--- config.mk ---
export PLATFORM = sky130hd
export DESIGN_NAME = crc_framed_packet_receiver_core
export DESIGN_NICKNAME = d
export VERILOG_FILES = /design/src/rtl/crc_frx_pkg.sv /design/src/rtl/crc_framed_packet_receiver_core.sv /design/src/rtl/crc_frx_store.sv
export SDC_FILE = /design/constraint.sdc
export NUM_CORES = 1
export LEC_CHECK = 0
export BUFFER_PORTS_ARGS = -buffer_cell sky130_fd_sc_hd__buf_4
export CAP_MARGIN = 20
export CORE_ASPECT_RATIO = 1.25
export CORE_UTILIZATION = 40
export DETAILED_ROUTE_END_ITERATION = 10
export PLACE_DENSITY_LB_ADDON = 0.05
export SETUP_SLACK_MARGIN = 0.1
export SLEW_MARGIN = 20
export SYNTH_ARGS = -nofsm -noshare
export SYNTH_HDL_FRONTEND = slang
export SYNTH_SLANG_ARGS = --single-unit
--- constraint.sdc ---
create_clock -name clk -period 7.46 [get_ports clk]
set_input_delay 0.746 -clock clk [delete_from_list [all_inputs] [get_ports clk]]
set_output_delay 0.746 -clock clk [all_outputs]
set_load 0.01 [all_outputs]
--- src/rtl/crc_frx_pkg.sv ---
`timescale 1ns / 1ps
// ----------------------------------------------------------------------------
// crc_frx_pkg
// Shared constants, types and functions of the framed packet receiver.
// ----------------------------------------------------------------------------
package crc_frx_pkg;

    localparam int SLOTS       = 4;
    localparam int SLOT_BYTES  = 32;
    localparam int SLOT_W      = $clog2(SLOTS);
    localparam int POS_W       = $clog2(SLOT_BYTES);
    localparam int ADDR_W      = SLOT_W + POS_W;
    localparam int STORE_DEPTH = SLOTS * SLOT_BYTES;

    localparam int CFG_W = 5;
    localparam int LEN_W = 5;

    localparam logic [15:0]      CRC_POLY    = 16'h8408;
    localparam logic [15:0]      CRC_PRESET  = 16'hFFFF;
    localparam logic [15:0]      CRC_RESIDUE = 16'hF0B8;
    localparam logic [7:0]       CMD_MASK    = 8'hC0;
    localparam logic [LEN_W-1:0] LEN_CAP     = 5'd27;
    localparam logic [CFG_W-1:0] CFG_RESET   = 5'd19;

    // result status codes
    localparam logic [2:0] STS_ACCEPT   = 3'd0;
    localparam logic [2:0] STS_CRC_ERR  = 3'd1;
    localparam logic [2:0] STS_LEN_ERR  = 3'd2;
    localparam logic [2:0] STS_PKT_BYTE = 3'd3;
    localparam logic [2:0] STS_EMPTY    = 3'd4;

    typedef struct packed {
        logic              wr_en;
        logic [ADDR_W-1:0] wr_addr;
        logic [7:0]        wr_data;
        logic              rd_en;
        logic [ADDR_W-1:0] rd_addr;
    } store_req_t;

    // one byte of reflected CRC-16, LSB first
    function automatic logic [15:0] crc_byte(input logic [15:0] crc_in, input logic [7:0] b);
        logic [15:0] c;
        c = crc_in;
        for (int i = 0; i < 8; i++)
        begin
            if (c[0] ^ b[i])
            begin
                c = (c >> 1) ^ CRC_POLY;
            end
            else
            begin
                c = c >> 1;
            end
        end
        return c;
    endfunction

    function automatic logic [LEN_W-1:0] len_limit(input logic [CFG_W-1:0] cfg);
        logic [LEN_W-1:0] lim;
        lim = LEN_W'(cfg);
        if (lim > LEN_CAP)
        begin
            lim = LEN_CAP;
        end
        if (int'(lim) > SLOT_BYTES - 2)
        begin
            lim = LEN_W'(SLOT_BYTES - 2);
        end
        return lim;
    endfunction

    function automatic logic [SLOT_W-1:0] next_slot(input logic [SLOT_W-1:0] s);
        return (int'(s) == SLOTS - 1) ? '0 : s + SLOT_W'(1);
    endfunction

endpackage

--- src/rtl/crc_framed_packet_receiver_core.sv ---
`timescale 1ns / 1ps
// ----------------------------------------------------------------------------
// crc_framed_packet_receiver_core
// Framed link receiver with CRC-16/X.25 check and a ring of packet slots.
// ----------------------------------------------------------------------------
// A link byte (tuser[0] = 0) is handled in S_EXEC and the next transfer can
// follow at once; a byte that closes or aborts a frame, or a pop on an empty
// queue, waits while the output register still holds an untaken result. A pop
// on a stored packet of length L reads the length byte in S_EXEC, takes it and
// reads the command byte in S_POP_LEN, then streams L + 2 bytes in S_POP_DATA,
// paced by the single read port of the slot store and stalled while the output
// register stays untaken, and returns to S_IDLE after the last byte.
// No transfer is taken while a packet streams out.
// ----------------------------------------------------------------------------
module crc_framed_packet_receiver_core
    import crc_frx_pkg::*;
(
    input  logic             clk,
    input  logic             rst_n,
    input  logic             cfg_wr_en,
    input  logic [CFG_W-1:0] cfg_wr_data,    // max_data_length
    input  logic             s_axis_tvalid,
    output logic             s_axis_tready,
    input  logic [7:0]       s_axis_tdata,   // [7:0] rx_byte
    input  logic [0:0]       s_axis_tuser,   // [0] op
    output logic             m_axis_tvalid,
    input  logic             m_axis_tready,
    output logic [7:0]       m_axis_tdata,   // [7:0] data_byte
    output logic             m_axis_tlast,
    output logic [3:0]       m_axis_tuser    // [2:0] status, [3] dropped_oldest
);

    localparam logic [1:0] PH_CMD  = 2'd0;
    localparam logic [1:0] PH_LEN  = 2'd1;
    localparam logic [1:0] PH_BODY = 2'd2;

    localparam logic [1:0] S_IDLE     = 2'd0;
    localparam logic [1:0] S_EXEC     = 2'd1;
    localparam logic [1:0] S_POP_LEN  = 2'd2;
    localparam logic [1:0] S_POP_DATA = 2'd3;

    logic [1:0]        state_reg, state_next;
    logic [1:0]        phase_reg, phase_next;
    logic [CFG_W-1:0]  max_len_reg, max_len_next;
    logic [SLOT_W-1:0] ws_reg, ws_next;
    logic [SLOT_W-1:0] rs_reg, rs_next;
    logic [LEN_W-1:0]  fill_reg, fill_next;
    logic [LEN_W-1:0]  len_reg, len_next;
    logic [15:0]       crc_reg, crc_next;
    logic [SLOTS-1:0]  unread_reg, unread_next;
    logic              op_reg, op_next;
    logic [7:0]        byte_reg, byte_next;
    logic [POS_W-1:0]  k_reg, k_next;
    logic [POS_W-1:0]  last_idx_reg, last_idx_next;

    logic              out_valid_reg, out_valid_next;
    logic [2:0]        out_status_reg, out_status_next;
    logic [7:0]        out_data_reg, out_data_next;
    logic              out_last_reg, out_last_next;
    logic              out_drop_reg, out_drop_next;

    store_req_t        req;
    logic [7:0]        rd_data;

    logic              out_free;
    logic              exec_done;
    logic              emit;
    logic [2:0]        emit_status;
    logic [7:0]        emit_data;
    logic              emit_last;
    logic              emit_drop;
    logic [LEN_W-1:0]  limit;
    logic [15:0]       crc_upd;
    logic              body_end;
    logic [SLOT_W-1:0] ws_adv;
    logic [LEN_W-1:0]  rd_len;
    logic              in_xfer;

    crc_frx_store u_store
    (
        .clk     (clk),
        .req     (req),
        .rd_data (rd_data)
    );

    assign out_free = !out_valid_reg || m_axis_tready;
    assign limit    = len_limit(max_len_reg);
    assign crc_upd  = crc_byte(crc_reg, byte_reg);
    assign body_end = ((LEN_W+1)'(fill_reg) + (LEN_W+1)'(1))
                      == ((LEN_W+1)'(len_reg) + (LEN_W+1)'(2));
    assign ws_adv   = next_slot(ws_reg);
    assign rd_len   = (rd_data > 8'(LEN_CAP)) ? LEN_CAP : rd_data[LEN_W-1:0];
    assign in_xfer  = s_axis_tvalid && s_axis_tready;

    always_comb
    begin
        state_next      = state_reg;
        phase_next      = phase_reg;
        max_len_next    = max_len_reg;
        ws_next         = ws_reg;
        rs_next         = rs_reg;
        fill_next       = fill_reg;
        len_next        = len_reg;
        crc_next        = crc_reg;
        unread_next     = unread_reg;
        op_next         = op_reg;
        byte_next       = byte_reg;
        k_next          = k_reg;
        last_idx_next   = last_idx_reg;
        req             = '0;
        exec_done       = 1'b0;
        emit            = 1'b0;
        emit_status     = STS_ACCEPT;
        emit_data       = 8'd0;
        emit_last       = 1'b1;
        emit_drop       = 1'b0;

        unique case (state_reg)
            S_IDLE:
            begin
            end
            S_EXEC:
            begin
                if (op_reg)
                begin
                    if (unread_reg[rs_reg])
                    begin
                        req.rd_en   = 1'b1;
                        req.rd_addr = {rs_reg, POS_W'(1)};
                        state_next  = S_POP_LEN;
                    end
                    else if (out_free)
                    begin
                        emit        = 1'b1;
                        emit_status = STS_EMPTY;
                        exec_done   = 1'b1;
                    end
                end
                else
                begin
                    unique case (phase_reg)
                        PH_LEN:
                        begin
                            if (byte_reg > 8'(limit))
                            begin
                                // abort the frame
                                if (out_free)
                                begin
                                    emit        = 1'b1;
                                    emit_status = STS_LEN_ERR;
                                    phase_next  = PH_CMD;
                                    exec_done   = 1'b1;
                                end
                            end
                            else
                            begin
                                req.wr_en   = 1'b1;
                                req.wr_addr = {ws_reg, POS_W'(1)};
                                req.wr_data = byte_reg;
                                len_next    = byte_reg[LEN_W-1:0];
                                crc_next    = crc_upd;
                                fill_next   = '0;
                                phase_next  = PH_BODY;
                                exec_done   = 1'b1;
                            end
                        end
                        PH_BODY:
                        begin
                            if (!body_end || out_free)
                            begin
                                exec_done = 1'b1;
                                crc_next  = crc_upd;
                                fill_next = fill_reg + LEN_W'(1);
                                if (fill_reg < len_reg)
                                begin
                                    req.wr_en   = 1'b1;
                                    req.wr_addr = {ws_reg, POS_W'(fill_reg) + POS_W'(2)};
                                    req.wr_data = byte_reg;
                                end
                                if (body_end)
                                begin
                                    phase_next = PH_CMD;
                                    emit       = 1'b1;
                                    if (crc_upd != CRC_RESIDUE)
                                    begin
                                        emit_status = STS_CRC_ERR;
                                    end
                                    else
                                    begin
                                        emit_status         = STS_ACCEPT;
                                        unread_next[ws_reg] = 1'b1;
                                        ws_next             = ws_adv;
                                        // ring full: drop the oldest unread packet
                                        if (ws_adv == rs_reg)
                                        begin
                                            unread_next[rs_reg] = 1'b0;
                                            rs_next             = next_slot(rs_reg);
                                            emit_drop           = 1'b1;
                                        end
                                    end
                                end
                            end
                        end
                        default:
                        begin
                            // waiting for a command byte; skip anything else
                            exec_done  = 1'b1;
                            phase_next = PH_CMD;
                            if ((byte_reg & CMD_MASK) != 8'd0)
                            begin
                                req.wr_en   = 1'b1;
                                req.wr_addr = {ws_reg, POS_W'(0)};
                                req.wr_data = byte_reg;
                                crc_next    = crc_byte(CRC_PRESET, byte_reg);
                                fill_next   = '0;
                                phase_next  = PH_LEN;
                            end
                        end
                    endcase
                end
            end
            S_POP_LEN:
            begin
                last_idx_next = POS_W'(rd_len) + POS_W'(1);
                k_next        = '0;
                req.rd_en     = 1'b1;
                req.rd_addr   = {rs_reg, POS_W'(0)};
                state_next    = S_POP_DATA;
            end
            S_POP_DATA:
            begin
                // read data holds until the next read is issued
                if (out_free)
                begin
                    emit        = 1'b1;
                    emit_status = STS_PKT_BYTE;
                    emit_data   = rd_data;
                    emit_last   = (k_reg == last_idx_reg);
                    if (k_reg == last_idx_reg)
                    begin
                        unread_next[rs_reg] = 1'b0;
                        rs_next             = next_slot(rs_reg);
                        state_next          = S_IDLE;
                    end
                    else
                    begin
                        k_next      = k_reg + POS_W'(1);
                        req.rd_en   = 1'b1;
                        req.rd_addr = {rs_reg, k_reg + POS_W'(1)};
                    end
                end
            end
            default:
            begin
                state_next = S_IDLE;
            end
        endcase

        s_axis_tready = (state_reg == S_IDLE) || ((state_reg == S_EXEC) && exec_done);

        if (in_xfer)
        begin
            op_next    = s_axis_tuser[0];
            byte_next  = s_axis_tdata;
            state_next = S_EXEC;
        end
        else if ((state_reg == S_EXEC) && exec_done)
        begin
            state_next = S_IDLE;
        end

        if (cfg_wr_en)
        begin
            max_len_next = cfg_wr_data;
        end

        out_valid_next  = out_valid_reg;
        out_status_next = out_status_reg;
        out_data_next   = out_data_reg;
        out_last_next   = out_last_reg;
        out_drop_next   = out_drop_reg;
        if (emit)
        begin
            out_valid_next  = 1'b1;
            out_status_next = emit_status;
            out_data_next   = emit_data;
            out_last_next   = emit_last;
            out_drop_next   = emit_drop;
        end
        else if (m_axis_tready)
        begin
            out_valid_next = 1'b0;
        end
    end

    always_ff @(posedge clk or negedge rst_n)
    begin
        if (!rst_n)
        begin
            state_reg     <= S_IDLE;
            phase_reg     <= PH_CMD;
            max_len_reg   <= CFG_RESET;
            ws_reg        <= '0;
            rs_reg        <= '0;
            fill_reg      <= '0;
            crc_reg       <= CRC_PRESET;
            unread_reg    <= '0;
            out_valid_reg <= 1'b0;
        end
        else
        begin
            state_reg     <= state_next;
            phase_reg     <= phase_next;
            max_len_reg   <= max_len_next;
            ws_reg        <= ws_next;
            rs_reg        <= rs_next;
            fill_reg      <= fill_next;
            crc_reg       <= crc_next;
            unread_reg    <= unread_next;
            out_valid_reg <= out_valid_next;
        end
    end

    always_ff @(posedge clk)
    begin
        len_reg        <= len_next;
        op_reg         <= op_next;
        byte_reg       <= byte_next;
        k_reg          <= k_next;
        last_idx_reg   <= last_idx_next;
        out_status_reg <= out_status_next;
        out_data_reg   <= out_data_next;
        out_last_reg   <= out_last_next;
        out_drop_reg   <= out_drop_next;
    end

    assign m_axis_tvalid = out_valid_reg;
    assign m_axis_tdata  = out_data_reg;
    assign m_axis_tlast  = out_last_reg;
    assign m_axis_tuser  = {out_drop_reg, out_status_reg};

endmodule

--- src/rtl/crc_frx_store.sv ---
`timescale 1ns / 1ps
// ----------------------------------------------------------------------------
// crc_frx_store
// Packet slot store: one write port, one read port, registered read data.
// ----------------------------------------------------------------------------
module crc_frx_store
    import crc_frx_pkg::*;
(
    input  logic       clk,
    input  store_req_t req,
    output logic [7:0] rd_data
);

    logic [7:0] mem [STORE_DEPTH];
    logic [7:0] rd_data_reg;

    always_ff @(posedge clk)
    begin
        if (req.wr_en)
        begin
            mem[req.wr_addr] <= req.wr_data;
        end
        if (req.rd_en)
        begin
            rd_data_reg <= mem[req.rd_addr];
        end
    end

    assign rd_data = rd_data_reg;

endmodule

==> results of run 1 <==
## cells by family (layout without fill, tap and decap cells)
| kind of cell | Yosys count | count (layout) | synth area share [%] |
|---|---|---|---|
| and+or+nand+nor | 610 | 610 | 6.121 |
| DFF | 1108 | 1108 | 73.34 |
| adders and majority gates | 25 | 25 | 0.6931 |
| muxes | 483 | 483 | 10.77 |
| xor gates and xnor gates | 68 | 68 | 1.353 |
| AOI/OAI and AO/OA | 385 | 385 | 5.531 |
| buffers and inverters | 190 | 306 | 2.187 |
## metrics by stage
stage	total power, mW	setup slack, ps
after floorplan	8.000	1594
after global placement	8.384	2158
final	13.90	2503
after global routing	14.37	2162
after detailed placement	8.416	2084
after CTS	14.04	2450
## final timing paths
check,start,endpoint,slack [ps],depth (start not counted)
max,m_axis_tvalid$_DFFE_PN0P_,u_store.rd_data[1]$_DFFE_PP_,2500,12
min,rst_n,max_len_reg[3]$_DFFE_PN0P_,30,1
max reg2reg,m_axis_tvalid$_DFFE_PN0P_,u_store.rd_data[1]$_DFFE_PP_,2500,12
min reg2reg,crc_reg[11]$_DFFE_PN1P_,crc_reg[11]$_DFFE_PN1P_,490,2
max in group asynchronous,rst_n,state_reg[1]$_DFFE_PN0P_,7020,1
min in group clk,s_axis_tdata[1],byte_reg[1]$_DFFE_PP_,230,1
## Yosys cell counts, types with 4 or more instances
cell / instances / area, um^2
edfxtp_1: 1069 / 32100
mux2i_1: 471 / 4715
nor2_1: 244 / 915.9
o22ai_1: 187 / 1170
nand2_1: 146 / 548.0
clkbuf_1: 90 / 337.8
a21oi_1: 68 / 340.3
nor3_1: 66 / 330.3
nor4_1: 49 / 306.5
buf_4: 44 / 330.3
xnor2_1: 44 / 385.4
o21ai_0: 34 / 170.2
nand3_1: 28 / 140.1
ha_1: 25 / 312.8
and2_1: 22 / 137.6
o221ai_1: 22 / 192.7
xor2_1: 22 / 192.7
inv_1: 21 / 78.83
dfrtp_1: 20 / 500.5
dfstp_2: 19 / 499.2
o41ai_1: 15 / 131.4
buf_2: 14 / 70.07
buf_6: 12 / 135.1
a22oi_1: 10 / 75.07
nand4_1: 10 / 62.56
o211ai_1: 10 / 75.07
mux2_2: 9 / 101.4
buf_1: 8 / 30.03
nor2b_1: 8 / 50.05
nand2b_1: 6 / 37.54
or3_1: 6 / 37.54
a21o_1: 5 / 37.54
or4_1: 5 / 37.54
a2111oi_0: 4 / 35.03
and4_1: 4 / 35.03
nand3b_1: 4 / 30.03
o21a_1: 4 / 30.03
## routing by layer
layer / routed length, um / vias to the layer above / global-route usage (%)
met5: 0 / - / 0
met4: 2616 / 0 / 6.002
met3: 4750 / 141 / 2.766
met2: 59010 / 530 / 35.35
met1: 55440 / 12840 / 29.90
li1: - / 11170 / -
## worst register-to-register path, cell delays in order, from the launching register on
cell       delay, ps
dfrtp_1          370
nor2b_1          730
a2111oi_0        280
a211oi_4         410
buf_4            250
buf_4            500
buf_4            600
mux2i_1          260
o22ai_1           90
nor3_1           420
nor4_1           120
a22oi_1          490
o211ai_1         160
## power by group through the flow
| stage | Sequential, mW | Clock, mW | Combinational [mW] |
|---|---|---|---|
| after CTS | 7.23 | 5.75 | 1.06 |
| after detailed placement | 7.36 | 0 | 1.06 |
| after global placement | 7.35 | 0 | 1.03 |
| after floorplan | 7.35 | 0 | 0.655 |
| after global routing | 7.24 | 5.98 | 1.15 |
| final | 7.23 | 5.63 | 1.04 |
## final cells by class
type	count	area, um^2
multi-input cells	1571	11140
repair buffers	80	700.7
clock buffers	133	2924
clock inverters	72	744.5
well taps	1459	1826
inverters	21	78.83
fillers	9862	61250
flip-flops and latches	1108	33100
==> metrics.yaml, run 1 <==
synthDistinctLibCells: 70
cp_common_cell: "buf_4"
grt_max_degree: 129
synth_seq_cells: 1108
dr.pass1.iters: 5
p_int_mw: 10.72
slowest_delay_ps: 730
p_sw_share_pct: 22.93
vias: 24680
worst_hold_slack_ps: 28.56
avgViaCountPerCell: 5.553
grt_usage_pct: 21.51
status: "finished, final reports clean"
drive_above_1_share_pct: 10.08
clk_latency_ps: 710
hold_viol: 0
rows: 137
syn_area_per_cell_um2: 15.73
drv_slew: 0
cts_max_path_buffers: 3
die_area_mm2: 0.1142
mostFrequentLayoutCell: "edfxtp_1"
cap_viol_max_count: 0
core_mm2: 0.1118
crit_chain: "nor2b_1 -> a2111oi_0 -> a211oi_4 -> buf_4 -> buf_4 -> buf_4 -> mux2i_1 -> o22ai_1 -> nor3_1 -> nor4_1 -> a22oi_1 -> o211ai_1"
ir_drop_v: 0.0001842
layout.cells.non_filler: 4444
ant_nets: 0
syn_nets: 2913
antenna_found_initial: 1
worst-path-max-fanout: 33
drt_wl_total_um: 121800
drc: 0
post_cts_buffers: 0
async_reset_ff_share_pct: 3.520
fin_crit_ps: 4957
largest_reg_flops: 1024
crit_buf_inv: 3
cts_root_buf: "clkbuf_16"
setup_viol: 0
cp_top_family: "compound AO/OA/AOI/OAI gates"
start_util_pct: 40.38
fin_nets: 2937
placed_cell_area_mm2: 0.04684
cts.sink_count: 1108
cts_resized: 0
startpoint_type: "register"
ctsHoldBuffers: 0
comb_power_share_pct: 7.5
fmax_mhz: 201.7
antenna-diode-count: 0
crit_required_ps: 7880
routedWlPerCell_um: 27.41
pwr-share-clk_pct: 40.5
overflow: 0
worstSetupPathType: "register to register"
powerDensity_mw_per_mm2: 275.2
tightestPinTransition_ps: 1158
yosysWarnings: 0
rsz0062_at_grt: "no"
synthFlopType: "edfxtp_1"
final_util_pct: 45.20
syn2layout_area_growth_pct: 11.93
grt_pass1_vias: 24980
worst_slew_margin_rel_pct: 22.80
seq_area_frac_synth_pct: 73.34
pwr-share-seq_pct: 52.0
cts.htree.levels: 3
power_switching_mw: 3.189
cp-end-kind: "register"
dp_cells: 4239
ios: 34
cts_made_buffers: 111
final_cell_mix: "edfxtp_1 (1069), mux2i_1 (471), nor2_1 (243)"
hp-class: "primary input to async pin"
leakage_nw: 19.57
die_h_um: 377.5
cts_tree: "done"
port_buffers: 33
finClkSkew_ps: 49.23
gp_congestion: 0.7914
grt_pass1_wl_um: 177100
synthCells: 2869
fin_area_mm2: 0.05051
tns_ps: 0
cp_slowest_cell: "nor2b_1"
clk_pin_slew_worst_paths_ps: 60
synth_edf_count: 1069
syn_area_mm2: 0.04513
dp_hpwl_um: 72450
cp.arrival_ps: 5370
die_w_um: 302.4
fin_crit_sh_pct: 66.45
drtIter0Drc: 1629
Power figures use the tool's default switching activity.
==> inputs of run 2 (changes only) <==
Clock period 7.46 ns to 4 ns, I/O delays scaled along.
==> run 2 against run 1 <==
Compared with the run above: routed wire length grew 2.1%; utilization increased by 2.9 points; total power grew 87%; worst setup slack worse by 2300 ps; first-iteration DRC count increased by 18%; global-route usage grew 0.26 points; critical path type unchanged; largest cell class unchanged; largest power group unchanged; highest routed layer unchanged.
==> metrics.yaml, run 2 (same netlist as run 1, synthesis figures left out) <==
status: "finished, final reports clean"  # unchanged
reg2reg_depth: 12  # unchanged
worst-path-max-fanout: 19  # was 33
rsz0062_at_grt: "yes"  # was no
routedWlPerCell_um: 26.34  # was 27.41 um
drive_above_1_share_pct: 20.57  # was 10.08%
leakage_nw: 21.10  # was 19.57 nW
cts_made_buffers: 110  # was 111
ant_nets: 0  # unchanged
cts_root_buf: "clkbuf_16"  # unchanged
cts_tree: "done"  # unchanged
dp_hpwl_um: 78520  # was 72450 um
start_util_pct: 40.38  # unchanged
grt_max_degree: 81  # was 129
finClkSkew_ps: 22.05  # was 49.23 ps
drtIter0Drc: 1921  # was 1629
ios: 34  # unchanged
worstSetupPathType: "register to register"  # unchanged
fin_crit_ps: 3825  # was 4957 ps
grt_usage_pct: 21.77  # was 21.51%
die_h_um: 377.5  # unchanged
antenna-diode-count: 0  # unchanged
cp_top_family: "compound AO/OA/AOI/OAI gates"  # unchanged
rows: 137  # unchanged
tightestPinTransition_ps: 837.2  # was 1158 ps
cap_viol_max_count: 0  # unchanged
crit_path_end: "u_store.rd_data[4]$_DFFE_PP_"  # was u_store.rd_data[1]$_DFFE_PP_
port_buffers: 33  # unchanged
cts_max_path_buffers: 3  # unchanged
clk_latency_ps: 710  # about the same
hold_viol: 0  # unchanged
setup_viol: 0  # unchanged
drv_slew: 0  # unchanged
cp.arrival_ps: 4360  # was 5370 ps
fin_nets: 3215  # was 2937
cp_slowest_cell: "nor4_1"  # was nor2b_1
startpoint_type: "register"  # unchanged
path_depth: 12  # unchanged
dp_slack_ps: -271.6  # was 2084 ps
ir_drop_v: 0.0003613  # was 0.0001842 V
gp_congestion: 0.8266  # was 0.7914
crit_start: "rs_reg[0]$_DFFE_PN0P_"  # was m_axis_tvalid$_DFFE_PN0P_
mostFrequentLayoutCell: "edfxtp_1"  # unchanged
clk_pin_slew_worst_paths_ps: 60  # about the same
worst_hold_slack_ps: 225.5  # was 28.56 ps
powerDensity_mw_per_mm2: 482.5  # was 275.2 mW/mm^2
dr.pass1.iters: 5  # unchanged
crit_required_ps: 4530  # was 7880 ps
r2r_slack_ps: 180  # was 2500 ps
worst_slack_ps: 175.1  # was 2503 ps
final_util_pct: 48.14  # was 45.20%
avgViaCountPerCell: 5.472  # was 5.553
fillers: 9635  # was 9862
vias: 25830  # was 24680
overflow: 0  # unchanged
crit_buf_inv: 3  # unchanged
worst_slew_margin_rel_pct: 44.13  # was 22.80%
drc: 0  # unchanged
die_area_mm2: 0.1142  # unchanged
antenna_found_initial: 3  # was 1
slowest_delay_ps: 660  # was 730 ps
cts.htree.levels: 3  # unchanged
fmax_mhz: 261.4  # was 201.7 MHz
cts.sink_count: 1108  # unchanged
hp-class: "primary input to async pin"  # unchanged
fin_total_pwr_mw: 25.96  # was 13.90 mW
die_w_um: 302.4  # unchanged
grt_pass1_vias: 26030  # was 24980
r2r-start: "rs_reg[0]$_DFFE_PN0P_"  # was m_axis_tvalid$_DFFE_PN0P_
syn2layout_area_growth_pct: 19.22  # was 11.93%
cp-end-kind: "register"  # unchanged
timing.rr.end: "u_store.rd_data[4]$_DFFE_PP_"  # was u_store.rd_data[1]$_DFFE_PP_
core_mm2: 0.1118  # unchanged
grt_pass1_wl_um: 178900  # was 177100 um
largest_reg_flops: 1024  # unchanged
crit_chain: "mux4_2 -> nor3b_4 -> a211oi_4 -> buf_8 -> buf_12 -> buf_4 -> mux2i_1 -> o22ai_1 -> nor3_1 -> nor4_1 -> a22oi_1 -> o211ai_1"  # was nor2b_1 -> a2111oi_0 -> a211oi_4 -> buf_4 -> buf_4 -> buf_4 -> mux2i_1 -> o22ai_1 -> nor3_1 -> nor4_1 -> a22oi_1 -> o211ai_1
fin_crit_sh_pct: 95.62  # was 66.45%
drt_wl_total_um: 124400  # was 121800 um
final_cell_mix: "edfxtp_1 (1069), mux2i_1 (471), buf_4 (278)"  # was edfxtp_1 (1069), mux2i_1 (471), nor2_1 (243)
## run 2: cell type report
type	instances	area (um^2)	area share (%)
clock buffer	132	2855	5.306
clock inverter	71	711.9	1.323
inverter	21	78.83	0.1465
multi-input combinational	1572	11770	21.87
sequential	1108	33100	61.52
tap	1459	1826	3.393
timing repair buffer	358	3466	6.441
## run 2: repair_timing
action,CTS,global route
setup endpoints to repair,461,701
hold buffers,19,0
hold endpoints to repair,35,0
gates resized for setup,80,99
buffers inserted,1,35
pin swaps,3,9
cloned,1,2
## run 2: how the worst min path moves through the flow
| stage | startpoint | to | slack, ps |
|---|---|---|---|
| 2_1_floorplan | rst_n | fill_reg[0]$_DFFE_PN0P_ | 100 |
| 6_report | rst_n | max_len_reg[2]$_DFFE_PN0P_ | 230 |
| 4_1_cts | rst_n | max_len_reg[2]$_DFFE_PN0P_ | 200 |
| 5_1_grt | rst_n | max_len_reg[2]$_DFFE_PN0P_ | 260 |
| 3_3_place_gp | rst_n | max_len_reg[2]$_DFFE_PN0P_ | 430 |
| 3_5_place_dp | rst_n | max_len_reg[2]$_DFFE_PN0P_ | 430 |
## run 2: per-layer routing
layer	routed length (um)	up-vias	track usage (%)
met2	61800	614	36.54
met1	54980	13340	30.13
li1	-	11750	-
met5	0	-	0
met4	2148	0	5.329
met3	5439	136	2.456
## run 2: stage by stage
stage / std cells / cell area [um^2] / setup TNS, ps
6_report: 4721 / 53810 / 0
5_1_grt: 4721 / 53810 / -59.51
4_1_cts: 4684 / 52990 / -17.24
3_5_place_dp: 4460 / 48930 / -9276
3_3_place_gp: 4460 / 48930 / -6808
2_1_floorplan: 2869 / 45150 / 0
## run 2: power by group
| group | internal, mW | leakage (nW) | total [mW] | switching, mW |
|---|---|---|---|---|
| combinational | 0.794 | 8.79 | 2.25 | 1.45 |
| clock | 5.82 | 1.73 | 10.3 | 4.44 |
| sequential | 13.3 | 10.6 | 13.5 | 0.157 |
| total | 19.9 | 21.1 | 26.0 | 6.05 |
